### config.mk
export PLATFORM = sky130hd
export DESIGN_NAME = task_load_decaying_counters_unit_flat
export DESIGN_NICKNAME = d
export VERILOG_FILES = /design/src/rtl/tldc_pkg.sv /design/src/rtl/tldc_if.sv /design/src/rtl/task_load_decaying_counters_unit.sv /design/src/rtl/tldc_ctrl.sv /design/src/rtl/tldc_dp.sv /design/src/flat_wrapper.sv
export SDC_FILE = /design/constraint.sdc
export NUM_CORES = 2
export LEC_CHECK = 0
export ABC_AREA = 1
export BUFFER_PORTS_ARGS = -buffer_cell sky130_fd_sc_hd__buf_4
export CAP_MARGIN = 20
export CORE_UTILIZATION = 40
export DETAILED_ROUTE_END_ITERATION = 8
export SLEW_MARGIN = 15
export SYNTH_ARGS = -nofsm -noshare
export SYNTH_HDL_FRONTEND = slang
export SYNTH_SLANG_ARGS = --single-unit
### constraint.sdc
create_clock -name clk -period 6.3 [get_ports clk]
set_clock_uncertainty 0.05 [all_clocks]
set_input_delay 0.63 -clock clk [delete_from_list [all_inputs] [get_ports clk]]
set_output_delay 0.63 -clock clk [all_outputs]
set_load 0.05 [all_outputs]
### src/rtl/tldc_pkg.sv
// ----------------------------------------------------------------------------
// tldc_pkg: shared types and constants for the task load counters
// Field widths, request kind codes and the controller/datapath link types.
// ----------------------------------------------------------------------------
package tldc_pkg;

	localparam int KIND_W = 2;
	localparam int ID_W   = 15;
	localparam int CNT_W  = 32;

	localparam int DEFAULT_TASK_SLOTS = 32;

	localparam logic [CNT_W-1:0] THR_RESET = CNT_W'(200);

	// request kinds
	localparam logic [KIND_W-1:0] KIND_TICK     = 2'd0;
	localparam logic [KIND_W-1:0] KIND_QUERY    = 2'd1;
	localparam logic [KIND_W-1:0] KIND_REGISTER = 2'd2;
	localparam logic [KIND_W-1:0] KIND_RELEASE  = 2'd3;

	// controller -> datapath
	typedef struct packed {
		logic load;       // capture the accepted request
		logic mod_step;   // one step of the slot reduction
		logic rd_slot;    // read the request's slot
		logic tick_wr;    // bump slot count and total
		logic reg_wr;     // occupy the slot
		logic rel;        // free the slot if the id matches
		logic out_load;   // load the result register
		logic dec_start;  // clear sweep index and sum
		logic dec_rd;     // read slot at sweep index
		logic dec_wr;     // write back halved count
	} tldc_cmd_t;

	// datapath -> controller
	typedef struct packed {
		logic [KIND_W-1:0] kind;
		logic              mod_last;
		logic              idx_last;
		logic              over;
		logic              out_busy;
	} tldc_sts_t;

endpackage

### src/rtl/tldc_if.sv
// ----------------------------------------------------------------------------
// tldc_if: valid/ready channels of the task load counters
// Request, result and threshold write channels.
// ----------------------------------------------------------------------------
interface tldc_item_if;
	logic                          valid;
	logic                          ready;
	logic [tldc_pkg::KIND_W-1:0]   kind;
	logic [tldc_pkg::ID_W-1:0]     task_id;

	modport source (output valid, kind, task_id, input ready);
	modport sink   (input valid, kind, task_id, output ready);
endinterface

interface tldc_result_if;
	logic                          valid;
	logic                          ready;
	logic                          status;
	logic [tldc_pkg::CNT_W-1:0]    total_ticks;
	logic [tldc_pkg::CNT_W-1:0]    task_ticks;

	modport source (output valid, status, total_ticks, task_ticks, input ready);
	modport sink   (input valid, status, total_ticks, task_ticks, output ready);
endinterface

interface tldc_cfg_if;
	logic                          valid;
	logic                          ready;
	logic [tldc_pkg::CNT_W-1:0]    decay_threshold;

	modport source (output valid, decay_threshold, input ready);
	modport sink   (input valid, decay_threshold, output ready);
endinterface

### src/rtl/task_load_decaying_counters_unit.sv
// ----------------------------------------------------------------------------
// task_load_decaying_counters_unit: per-task tick load counters
// Slot table of tick counts with a running total and halving decay.
// ----------------------------------------------------------------------------
// Usage:
//   item   : requests (kind, task_id). Tick bumps the task's slot and the
//            total; query returns status/total/slot count; register occupies
//            and clears a slot; release frees a slot holding that id.
//   result : one item per query, none for other kinds.
//   cfg    : writes decay_threshold; write only while the block is idle.
//   A slot is task_id modulo TASK_SLOTS, found by a reciprocal multiply
//   (quotient, then remainder). The registered table read and the execute
//   step follow, and only then is the next request accepted. A tick also
//   goes through the threshold compare, and when it decays, through the
//   read/halve/write sweep over every slot.
//   A query result is loaded into an output register at its execute step;
//   a stalled receiver blocks only the next query at its execute step.
//   Reset clears all slots, the total and the result channel, and sets the
//   threshold to 200; the block takes requests right after reset.
// ----------------------------------------------------------------------------
module task_load_decaying_counters_unit #(
	parameter int TASK_SLOTS = tldc_pkg::DEFAULT_TASK_SLOTS
) (
	input  logic          clk,
	input  logic          arst_n,
	tldc_item_if.sink     item,
	tldc_result_if.source result,
	tldc_cfg_if.sink      cfg
);

	tldc_pkg::tldc_cmd_t cmd;
	tldc_pkg::tldc_sts_t sts;

	assign cfg.ready = 1'b1;

	tldc_ctrl u_ctrl (
		.clk      (clk),
		.arst_n   (arst_n),
		.in_valid (item.valid),
		.in_ready (item.ready),
		.sts      (sts),
		.cmd      (cmd)
	);

	tldc_dp #(
		.TASK_SLOTS (TASK_SLOTS)
	) u_dp (
		.clk             (clk),
		.arst_n          (arst_n),
		.cmd             (cmd),
		.sts             (sts),
		.in_kind         (item.kind),
		.in_task_id      (item.task_id),
		.cfg_we          (cfg.valid),
		.cfg_data        (cfg.decay_threshold),
		.out_valid       (result.valid),
		.out_ready       (result.ready),
		.out_status      (result.status),
		.out_total_ticks (result.total_ticks),
		.out_task_ticks  (result.task_ticks)
	);

endmodule

### src/rtl/tldc_ctrl.sv
// ----------------------------------------------------------------------------
// tldc_ctrl: sequencer of the task load counters
// Walks each request through slot reduction, slot read, execute and decay.
// ----------------------------------------------------------------------------
module tldc_ctrl (
	input  logic                clk,
	input  logic                arst_n,
	input  logic                in_valid,
	output logic                in_ready,
	input  tldc_pkg::tldc_sts_t sts,
	output tldc_pkg::tldc_cmd_t cmd
);

	localparam logic [2:0] ST_IDLE = 3'd0;
	localparam logic [2:0] ST_MOD  = 3'd1;
	localparam logic [2:0] ST_RD   = 3'd2;
	localparam logic [2:0] ST_EXEC = 3'd3;
	localparam logic [2:0] ST_TCHK = 3'd4;
	localparam logic [2:0] ST_DRD  = 3'd5;
	localparam logic [2:0] ST_DWR  = 3'd6;

	logic [2:0] state_q;
	logic [2:0] state_nx;

	always_ff @(posedge clk or negedge arst_n) begin
		if (!arst_n) begin
			state_q <= ST_IDLE;
		end else begin
			state_q <= state_nx;
		end
	end

	always_comb begin
		state_nx = state_q;
		cmd      = '0;
		in_ready = 1'b0;
		unique case (state_q)
			ST_IDLE: begin
				in_ready = 1'b1;
				if (in_valid) begin
					cmd.load = 1'b1;
					state_nx = ST_MOD;
				end
			end
			ST_MOD: begin
				cmd.mod_step = 1'b1;
				if (sts.mod_last) state_nx = ST_RD;
			end
			ST_RD: begin
				cmd.rd_slot = 1'b1;
				state_nx    = ST_EXEC;
			end
			ST_EXEC: begin
				unique case (sts.kind)
					tldc_pkg::KIND_TICK: begin
						cmd.tick_wr = 1'b1;
						state_nx    = ST_TCHK;
					end
					tldc_pkg::KIND_QUERY: begin
						// hold here until the result register frees up
						if (!sts.out_busy) begin
							cmd.out_load = 1'b1;
							state_nx     = ST_IDLE;
						end
					end
					tldc_pkg::KIND_REGISTER: begin
						cmd.reg_wr = 1'b1;
						state_nx   = ST_IDLE;
					end
					tldc_pkg::KIND_RELEASE: begin
						cmd.rel  = 1'b1;
						state_nx = ST_IDLE;
					end
					default: state_nx = ST_IDLE;
				endcase
			end
			ST_TCHK: begin
				if (sts.over) begin
					cmd.dec_start = 1'b1;
					state_nx      = ST_DRD;
				end else begin
					state_nx = ST_IDLE;
				end
			end
			ST_DRD: begin
				cmd.dec_rd = 1'b1;
				state_nx   = ST_DWR;
			end
			ST_DWR: begin
				cmd.dec_wr = 1'b1;
				state_nx   = sts.idx_last ? ST_IDLE : ST_DRD;
			end
			default: state_nx = ST_IDLE;
		endcase
	end

endmodule

### src/rtl/tldc_dp.sv
// ----------------------------------------------------------------------------
// tldc_dp: datapath of the task load counters
// Slot remainder unit, count and id memories, occupancy flags, total,
// decay sum and the result register.
// ----------------------------------------------------------------------------
module tldc_dp #(
	parameter int TASK_SLOTS = tldc_pkg::DEFAULT_TASK_SLOTS
) (
	input  logic                          clk,
	input  logic                          arst_n,
	input  tldc_pkg::tldc_cmd_t           cmd,
	output tldc_pkg::tldc_sts_t           sts,
	input  logic [tldc_pkg::KIND_W-1:0]   in_kind,
	input  logic [tldc_pkg::ID_W-1:0]     in_task_id,
	input  logic                          cfg_we,
	input  logic [tldc_pkg::CNT_W-1:0]    cfg_data,
	output logic                          out_valid,
	input  logic                          out_ready,
	output logic                          out_status,
	output logic [tldc_pkg::CNT_W-1:0]    out_total_ticks,
	output logic [tldc_pkg::CNT_W-1:0]    out_task_ticks
);

	localparam int ID_W   = tldc_pkg::ID_W;
	localparam int CNT_W  = tldc_pkg::CNT_W;
	localparam int SLOT_W = $clog2(TASK_SLOTS);
	localparam int MCNT_W = 1;
	localparam int RCP_W  = ID_W + 2;
	localparam int PROD_W = ID_W + RCP_W;
	localparam int RSH    = ID_W + SLOT_W;

	localparam logic [ID_W-1:0]   SLOTS_C = ID_W'(TASK_SLOTS);
	localparam logic [RCP_W-1:0]  RCP_C   =
		RCP_W'(((1 << RSH) + TASK_SLOTS - 1) / TASK_SLOTS);
	localparam logic [SLOT_W-1:0] LAST_C  = SLOT_W'(TASK_SLOTS - 1);
	localparam logic [MCNT_W-1:0] MLAST_C = MCNT_W'(1);

	// request registers
	logic [tldc_pkg::KIND_W-1:0] kind_q;
	logic [ID_W-1:0]             id_q;
	logic [ID_W-1:0]             quo_q;
	logic [MCNT_W-1:0]           mcnt_q;
	logic [SLOT_W-1:0]           slot_q;
	logic [PROD_W-1:0]           prod;
	logic [ID_W-1:0]             rem_full;

	// state
	logic [CNT_W-1:0]      thr_q;
	logic [CNT_W-1:0]      total_q;
	logic [CNT_W-1:0]      sum_q;
	logic [SLOT_W-1:0]     idx_q;
	logic [TASK_SLOTS-1:0] vld_q;
	logic [TASK_SLOTS-1:0] init_q;   // count entry written since reset

	// memories
	logic [CNT_W-1:0] cnt_mem [TASK_SLOTS];
	logic [ID_W-1:0]  id_mem  [TASK_SLOTS];
	logic [CNT_W-1:0] cnt_rd_q;
	logic [ID_W-1:0]  id_rd_q;
	logic             init_rd_q;

	logic [SLOT_W-1:0] addr;
	logic              rd_en;
	logic              cnt_we;
	logic [CNT_W-1:0]  cnt_wdata;
	logic [CNT_W-1:0]  cnt_eff;
	logic [CNT_W-1:0]  half;
	logic [CNT_W-1:0]  sum_nx;
	logic              hit;

	logic             out_valid_q;
	logic             out_status_q;
	logic [CNT_W-1:0] out_total_q;
	logic [CNT_W-1:0] out_task_q;

	// slot by reciprocal multiply: quotient on the first step,
	// remainder on the second
	assign prod     = PROD_W'(id_q) * PROD_W'(RCP_C);
	assign rem_full = id_q - quo_q * SLOTS_C;

	assign addr    = (cmd.dec_rd || cmd.dec_wr) ? idx_q : slot_q;
	assign rd_en   = cmd.rd_slot || cmd.dec_rd;
	assign cnt_eff = init_rd_q ? cnt_rd_q : '0;
	assign half    = cnt_eff >> 1;
	assign sum_nx  = sum_q + half;
	assign hit     = vld_q[slot_q] && (id_rd_q == id_q);

	always_comb begin
		cnt_we    = 1'b0;
		cnt_wdata = '0;
		if (cmd.tick_wr) begin
			cnt_we    = 1'b1;
			cnt_wdata = cnt_eff + CNT_W'(1);
		end else if (cmd.reg_wr) begin
			cnt_we    = 1'b1;
			cnt_wdata = '0;
		end else if (cmd.dec_wr) begin
			cnt_we    = 1'b1;
			cnt_wdata = half;
		end
	end

	always_ff @(posedge clk) begin
		if (cmd.load) begin
			kind_q <= in_kind;
			id_q   <= in_task_id;
		end else if (cmd.mod_step) begin
			quo_q <= ID_W'(prod >> RSH);
		end
		if (cnt_we) cnt_mem[addr] <= cnt_wdata;
		if (cmd.reg_wr) id_mem[addr] <= id_q;
		if (rd_en) begin
			cnt_rd_q  <= cnt_mem[addr];
			id_rd_q   <= id_mem[addr];
			init_rd_q <= init_q[addr];
		end
		if (cmd.out_load) begin
			out_status_q <= !hit;
			out_total_q  <= hit ? total_q : '0;
			out_task_q   <= hit ? cnt_eff : '0;
		end
	end

	always_ff @(posedge clk or negedge arst_n) begin
		if (!arst_n) begin
			mcnt_q      <= '0;
			slot_q      <= '0;
			thr_q       <= tldc_pkg::THR_RESET;
			total_q     <= '0;
			sum_q       <= '0;
			idx_q       <= '0;
			vld_q       <= '0;
			init_q      <= '0;
			out_valid_q <= 1'b0;
		end else begin
			if (cfg_we) thr_q <= cfg_data;
			if (cmd.load) begin
				mcnt_q <= '0;
				slot_q <= '0;
			end else if (cmd.mod_step) begin
				mcnt_q <= mcnt_q + MCNT_W'(1);
				slot_q <= rem_full[SLOT_W-1:0];
			end
			if (cnt_we) init_q[addr] <= 1'b1;
			if (cmd.tick_wr) total_q <= total_q + CNT_W'(1);
			if (cmd.reg_wr) vld_q[slot_q] <= 1'b1;
			if (cmd.rel && hit) vld_q[slot_q] <= 1'b0;
			if (cmd.dec_start) begin
				idx_q <= '0;
				sum_q <= '0;
			end else if (cmd.dec_wr) begin
				idx_q <= idx_q + SLOT_W'(1);
				sum_q <= sum_nx;
				if (idx_q == LAST_C) total_q <= sum_nx;
			end
			if (cmd.out_load) begin
				out_valid_q <= 1'b1;
			end else if (out_ready) begin
				out_valid_q <= 1'b0;
			end
		end
	end

	assign sts.kind     = kind_q;
	assign sts.mod_last = (mcnt_q == MLAST_C);
	assign sts.idx_last = (idx_q == LAST_C);
	assign sts.over     = (total_q > thr_q);
	assign sts.out_busy = out_valid_q && !out_ready;

	assign out_valid       = out_valid_q;
	assign out_status      = out_status_q;
	assign out_total_ticks = out_total_q;
	assign out_task_ticks  = out_task_q;

endmodule

### src/flat_wrapper.sv
// flat-port wrapper written by rule: the top's interface ports become plain ports
module task_load_decaying_counters_unit_flat 
#(
	parameter int TASK_SLOTS = tldc_pkg::DEFAULT_TASK_SLOTS
)
  (clk, arst_n, item_valid, item_kind, item_task_id, item_ready, result_valid, result_status, result_total_ticks, result_task_ticks, result_ready, cfg_valid, cfg_decay_threshold, cfg_ready);
  tldc_item_if item_i ();
  tldc_result_if result_i ();
  tldc_cfg_if cfg_i ();
  input  logic clk;
  input  logic arst_n;
  input wire logic [$bits(item_i.valid)-1:0] item_valid;
  input wire logic [$bits(item_i.kind)-1:0] item_kind;
  input wire logic [$bits(item_i.task_id)-1:0] item_task_id;
  output wire logic [$bits(item_i.ready)-1:0] item_ready;
  output wire logic [$bits(result_i.valid)-1:0] result_valid;
  output wire logic [$bits(result_i.status)-1:0] result_status;
  output wire logic [$bits(result_i.total_ticks)-1:0] result_total_ticks;
  output wire logic [$bits(result_i.task_ticks)-1:0] result_task_ticks;
  input wire logic [$bits(result_i.ready)-1:0] result_ready;
  input wire logic [$bits(cfg_i.valid)-1:0] cfg_valid;
  input wire logic [$bits(cfg_i.decay_threshold)-1:0] cfg_decay_threshold;
  output wire logic [$bits(cfg_i.ready)-1:0] cfg_ready;
  assign item_i.valid = item_valid;
  assign item_i.kind = item_kind;
  assign item_i.task_id = item_task_id;
  assign item_ready = item_i.ready;
  assign result_valid = result_i.valid;
  assign result_status = result_i.status;
  assign result_total_ticks = result_i.total_ticks;
  assign result_task_ticks = result_i.task_ticks;
  assign result_i.ready = result_ready;
  assign cfg_i.valid = cfg_valid;
  assign cfg_i.decay_threshold = cfg_decay_threshold;
  assign cfg_ready = cfg_i.ready;
  task_load_decaying_counters_unit #(.TASK_SLOTS(TASK_SLOTS)) u_core (.clk(clk), .arst_n(arst_n), .item(item_i), .result(result_i), .cfg(cfg_i));
endmodule
* Word-level counts from Yosys, hierarchy flattened
Memories as Yosys holds them, arrays and structs flattened. A register that Yosys moved wholly into a read port is not among the register bits.
Index checks and enable logic that the tools add are counted.
** Operators by class
- $add $sub $neg :: 6
- Bitwise logic cells :: 4
- Reduce and logical (&&, ||, !) cells :: 16
- Muxes and demuxes :: 58
- Eq/ne operators :: 14
- Order comparisons :: 5
** Operator list (number)
- two-way mux 32 bit :: 10
- adder 32 x 1 -> 32 bit (second input constant) :: 2
- bitwise OR 32 bit :: 2
- two-way mux 31 bit :: 2
- adder 32 x 31 -> 32 bit :: 1
- AND 32 bit :: 1
- > comparator 32 bit :: 1
- inverter 32 bit :: 1
- two-way mux 1 bit :: 29
- two-way mux 5 bit :: 5
- one-hot mux 3 bit (7 select lines) :: 1
- == test 15 bit :: 1
- two-way mux 3 bit :: 5
- less-than comparator 5 x 6 -> 1 bit (second input constant) :: 2
- binary-select mux 1 bit (select 5 bit) :: 2
- demux 1 bit (select 5 bit) :: 2
- >= comparator 5 x 1 -> 1 bit (second input constant) :: 2
- == test 3 bit (second input constant) :: 3
- one-hot mux 3 bit (3 select lines) :: 1
- == test 3 x 2 -> 1 bit (second input constant) :: 2
- nonzero test 2 bit :: 3
- adder 5 x 1 -> 5 bit (second input constant) :: 1
- == test 5 bit (second input constant) :: 1
- logical AND 1 bit :: 5
- other kinds (14) :: 18
** Word-level totals
- Memories kept :: 2
- Bits in writable memories :: 1504
- Register bits :: 258
- Output and inout bits :: 68
** Memories
- u_core.u_dp.cnt_mem :: depth 32, width 32, read ports 1, clocked after Yosys merged registers in 1, wr ports 1, line tldc_dp.sv:56 : logic [CNT_W-1:0] cnt_mem [TASK_SLOTS];
- u_core.u_dp.id_mem :: depth 32, width 15, read ports 1, clocked after Yosys merged registers in 1, wr ports 1, line tldc_dp.sv:57 : logic [ID_W-1:0] id_mem [TASK_SLOTS];

* Longest topological paths before layout
- Depth in word-level cells :: 9
- Mapped depth :: 21
- Mapped depth without buffers :: 18

* Cells and area by module
Synthesis repeated with hierarchy kept, for this count alone.
** Unflattened totals
- Cell total of the unflattened synthesis :: 5674
- Area total of the unflattened synthesis :: 73346.6 um2
** By module, submodules not included
- tldc_dp :: times used 1, cells an instance 5620, area each 73003.8 um2
- tldc_ctrl :: times used 1, cells an instance 52, area each 331.6 um2
- task_load_decaying_counters_unit :: times used 1, cells an instance 2, area each 11.3 um2

* Worst setup path after synthesis
Ideal clock, no wire load.
- Kind :: reg2reg
- From :: register u_core.u_ctrl.state_q[1]
- To :: register u_core.u_dp.out_status_q (netlist: u_core.u_dp.out_status), enable pin
- Path slack :: 2281 ps
- Path buffers :: 0
- Period minus slack after synthesis :: 4019 ps
- Arrival time :: 3480 ps
- Cell stages (with the launch flop) :: 5
- Library setup time :: 488 ps
- Cell sequence :: dfrtp_1 > nand2_1 > nor2_1 > nand3_1 > nor2_1
** RTL lines
- start, declared :: line tldc_ctrl.sv:22 : logic [2:0] state_q;
- start signal, assigned :: line tldc_ctrl.sv:29 : state_q <= state_nx;
- end signal, assigned :: line tldc_dp.sv:118 : out_status_q <= !hit;
- end, declared :: line tldc_dp.sv:72 : logic out_status_q;

* Final worst setup path
- From :: register u_core.u_ctrl.state_q[1]
- To :: memory u_core.u_dp.cnt_mem[9][7], enable pin
** Between the ends
- Cells in the longest elaborated chain, start to end :: 7
** Ends and longest elaborated chain
- == test 3 bit :: line tldc_ctrl.sv:37 : unique case (state_q)
- two-way mux 1 bit :: line tldc_ctrl.sv:37
- two-way mux 1 bit :: line tldc_dp.sv:97 : end else if (cmd.dec_wr) begin
- two-way mux 1 bit :: line tldc_dp.sv:94 : end else if (cmd.reg_wr) begin
- two-way mux 1 bit :: line tldc_dp.sv:91 : if (cmd.tick_wr) begin
- two-way mux 1 bit :: line tldc_dp.sv:110 : if (cnt_we) cnt_mem[addr] <= cnt_wdata;
- two-way mux 1 bit (implied by the code) :: line tldc_dp.sv:110
- end, declared :: line tldc_dp.sv:56
Parallel ways exist; a longest one is shown, timed or not.

==> summary.md <==
| Metric | Value |
|---|---|
| Unique cell type count in the Yosys netlist | `53` |
| Vias | `~50,000` |
| Buffers inserted during post-CTS setup optimization | `0` |
| Clock buffer depth | `3` |
| Final RePlAce weighted congestion | `0.901` |
| Maximum fanout along the worst path | `94` |
| Flip-flop cell with the highest count after synthesis | `edfxtp_1` |
| Most Used Layer, Global Route | `met2` |
| GRT Overall Usage | `0.226` |
| Clk Tree Root Cell | `clkbuf_16` |
| Total power density per cell area | `422 nW/um^2` |
| Worst flop-to-flop path endpoint | `u_core.u_dp.cnt_mem[9][7]$_DFFE_PP_` |
| Highest cell delay on the worst timing path | `900 ps` |
| Die Y | `435 um` |
| Post-cts hold buffer count | `50` |
| Global-route congestion overflow total | `0` |
| Number of buffers inserted by port buffering | `120` |
| Synth Warn # | `0` |
| Worst EP arrival | `4900 ps` |
| Met1 track demand over resource in global routing | `0.312` |
| Post-synthesis sequential area ratio | `0.712` |
| Worst Min Path Start | `result_ready` |
| Area taken by multi-input logic gates | `19,800 um^2` |
| Element type at the critical path start | `flip-flop` |
| Ratio of cells with drive above 1 in the final layout | `0.0926` |
| Reg2Reg Depth | `9` |
| Count of mapped cells out of synthesis | `~6,900` |
| Initial DRC count | `about 5,400` |
| Clk_lat worst skew | `~850 ps` |
| Reg-to-reg setup timing slack | `1860 ps` |
| Max-Cap Viols | `0` |
| Setup slack of the critical path after layout | `1860 ps` |
| Sum of net half-perimeters after detailed placement | `125,000 um` |
| First-pass iteration count of the detailed router | `6` |
| Number of buffers inserted during clock tree synthesis | `180` |
| Unrepaired setup endpoints after global routing | `false` |
| Remaining number of nets flagged by the antenna check after routing | `0` |
| Cell-by-cell trace of the critical path | `inv_2, nand3_1, nand2_4, o21ai_1, nand2_1, inv_8, nand2_1, nor2_4, buf_4` |
| Via count of the first global-routing pass | `48,900` |
| Number of synthesized flops with an enable pin | `between 1,500 and 2,000` |
| Async set or reset register ratio after synthesis | `0.0967` |
| Post-detailed-routing wire length | `about 220,000 um` |
| Library cell appearing most often on the critical path | `nand2_1` |
| Count of H-tree levels built during CTS | `4` |
| CP Class | `reg -> reg` |
| Growth of design area from synthesis to finish | `15.0%` |
| Core region area | `186,000 um^2` |
| Static leakage | `34.5 nW` |
| Number of failing setup endpoints in the final timing report | `0` |
| Commonest non-fill, non-tap cells in the layout | `nand2_1 (2,975), edfxtp_1 (1,634), nor2_1 (373), o21ai_0 (309), inv_1 (290)` |
| Number of sinks driven by the clock tree | `1,809` |
| Placed Cells | `9,332` |
| Area used by sequential logic in the layout | `53,500 um^2` |
| Reg-to-reg startpoint | `u_core.u_ctrl.state_q[1]$_DFFE_PN0P_` |
| Smallest hold slack | `between 90 and 100 ps` |
| Number of buffer and inverter stages on the critical path | `3` |
| Fin. max-slew vios | `0` |
| Count of placed standard cells in the final layout, fillers left out | `9,724` |
| Antenna violations before repair | `4` |
| Detailed-route DRC error count | `0` |
| Fin crit share | `0.704` |
| Drt via density | `5.23` |
| Relative slew slack | `0.232` |
| Achievable clock frequency | `approximately 230 MHz` |
| Resize count post-CTS | `0` |
| Total count of hold-check failures in the final report | `0` |
| Netlist area before placement | `75,100 um^2` |
| Number of flip-flops and latches in the synthesized netlist | `1,809` |
| Min-Delay Path Class | `in -> reg` |
| Worst hold endpoint | `u_core.u_dp.out_valid$_DFFE_PN0P_` |
| Critical path capture point type | `flip-flop` |
| Library cell contributing the largest single delay on the critical path | `nor2_4` |
| WHS Path Cells | `4` |
| Number of rows created at floorplan | `158` |
| Met3 Usage GRT | `0.0464` |
| Die area | `189,000 um^2` |
| Most common library cell in the layout ignoring fill and taps | `nand2_1` |
| Detail-routed net length per standard cell | `22.3 um` |
| First element of the critical path | `u_core.u_ctrl.state_q[1]$_DFFE_PN0P_` |
| Total negative slack for setup checks | `0 ps` |
| Final net count | `7,193` |
| First-pass GRT wire length | `320,000 um` |
| Minimum setup slack after placement | `~1900 ps` |
| Maximum resistive drop on vdd | `about 0.00043 V` |
| Final Power | `36.4 mW` |
| Clock tree from TritonCTS | `built` |
| Grt met2 use | `0.360` |
| Worst-margin pin slew | `1150 ps` |
| Maximum number of pins on one net before global-route repair | `157` |
| Outcome | `finished clean` |
| Clock edge transition at the registers on the reported setup and hold paths | `~60 ps` |
| Minimum clock period | `4440 ps` |
| Synth Net Count | `6,958` |
| Horiz. Die Dim | `435 um` |
| Worst path top cell family by delay | `simple AND/OR/NAND/NOR gates` |
| CP Data Required Time | `6760 ps` |
| Top Ports | `122` |
| Syn Area/Cell | `roughly 11 um^2` |
| Effective utilization at floorplan | `0.404` |
| Number of fill cells | `between 15,000 and 20,000` |
## synthesized netlist by cell type (6+ instances only)
master	number	area (um^2)
xor2_1	49	429
buf_2	152	761
ha_1	53	663
dfrtp_1	172	4300
nand4_1	198	1240
nor3_4	6	97.6
nand2_1	2977	11200
nor3_1	49	245
nand3_1	151	756
nor4_1	8	50.1
inv_2	6	22.5
nand3b_1	8	60.1
a21oi_1	91	455
or2_1	12	75.1
inv_1	290	1090
o21ai_1	48	240
or2_2	14	87.6
a22oi_1	9	67.6
buf_1	13	48.8
clkbuf_1	105	394
edfxtp_1	1634	49100
o21ai_0	327	1640
o22ai_1	15	93.8
nor2_1	410	1540
## sequential cells by signal, indices dropped and copies added, names as in the netlist, 15 cells and up
signal / count
u_core.u_dp.out_total_ticks: 32
u_core.u_dp.cnt_mem: 1024
u_core.u_dp.init_q: 32
u_core.u_dp.vld_q: 32
u_core.u_dp.thr_q: 32
u_core.u_dp.sum_q: 32
u_core.u_dp.total_q: 32
u_core.u_dp.id_rd_q: 15
u_core.u_dp.cnt_rd_q: 32
u_core.u_dp.id_q: 15
u_core.u_dp.id_mem: 480
u_core.u_dp.out_task_ticks: 32
## kinds of logic after synthesis
kind of cell,Yosys count,synth area share
XOR/XNOR,53,0.00618
AND/OR/NAND/NOR,3843,0.205
multiplexers,1,0.000150
AO/OA/AOI/OAI,514,0.0361
buffers and inverters,577,0.0318
flip-flops,1809,0.712
adder cells (fa/ha/maj),53,0.00883
other,1,0.0000499
## area by class of cell
class / instances / share of cell area
inverter: 300 / 0.0132
antenna: 1 / 0.0000290
multi-input combinational: 4465 / 0.230
clock inverter: 122 / 0.0154
tap: 2480 / 0.0359
sequential: 1809 / 0.619
clock buffer: 217 / 0.0552
timing repair buffer: 330 / 0.0318
## through the flow
step            util  cell area (um^2)
2_1_floorplan      -             75100
3_3_place_gp   0.428             79700
3_5_place_dp   0.429             79700
4_1_cts        0.464             86300
5_1_grt        0.464             86400
6_report       0.464             86400
## where the power goes
part	internal, mW	leakage [nW]	total, mW	switching (mW)
clock network	6.37	2.97	11.0	4.68
logic	2.55	13.7	10.6	8.07
registers	14.2	17.8	14.7	0.542
## worst min-delay path, stage by stage
cell     delay, ps
buf_4          100
nor2_1          70
inv_1           70
nand2_1         50
## layer usage
| layer | vias to the layer above | wire, um |
|---|---|---|
| met5 | - | 16 |
| met4 | 2 | 5730 |
| met1 | 24800 | 91700 |
| met2 | 2113 | 100000 |
| li1 | 23600 | - |
| met3 | 332 | 19100 |
## worst max-delay path by stage
stage | to | depth (start not counted)
2_1_floorplan | u_core.u_dp.out_status$_DFFE_PP_ | 4
3_3_place_gp | u_core.u_dp.cnt_mem[9][19]$_DFFE_PP_ | 9
3_5_place_dp | u_core.u_dp.cnt_mem[9][30]$_DFFE_PP_ | 9
4_1_cts | u_core.u_dp.cnt_mem[9][7]$_DFFE_PP_ | 9
5_1_grt | u_core.u_dp.cnt_mem[9][7]$_DFFE_PP_ | 9
6_report | u_core.u_dp.cnt_mem[9][7]$_DFFE_PP_ | 9
Power figures use the tool's default switching activity.
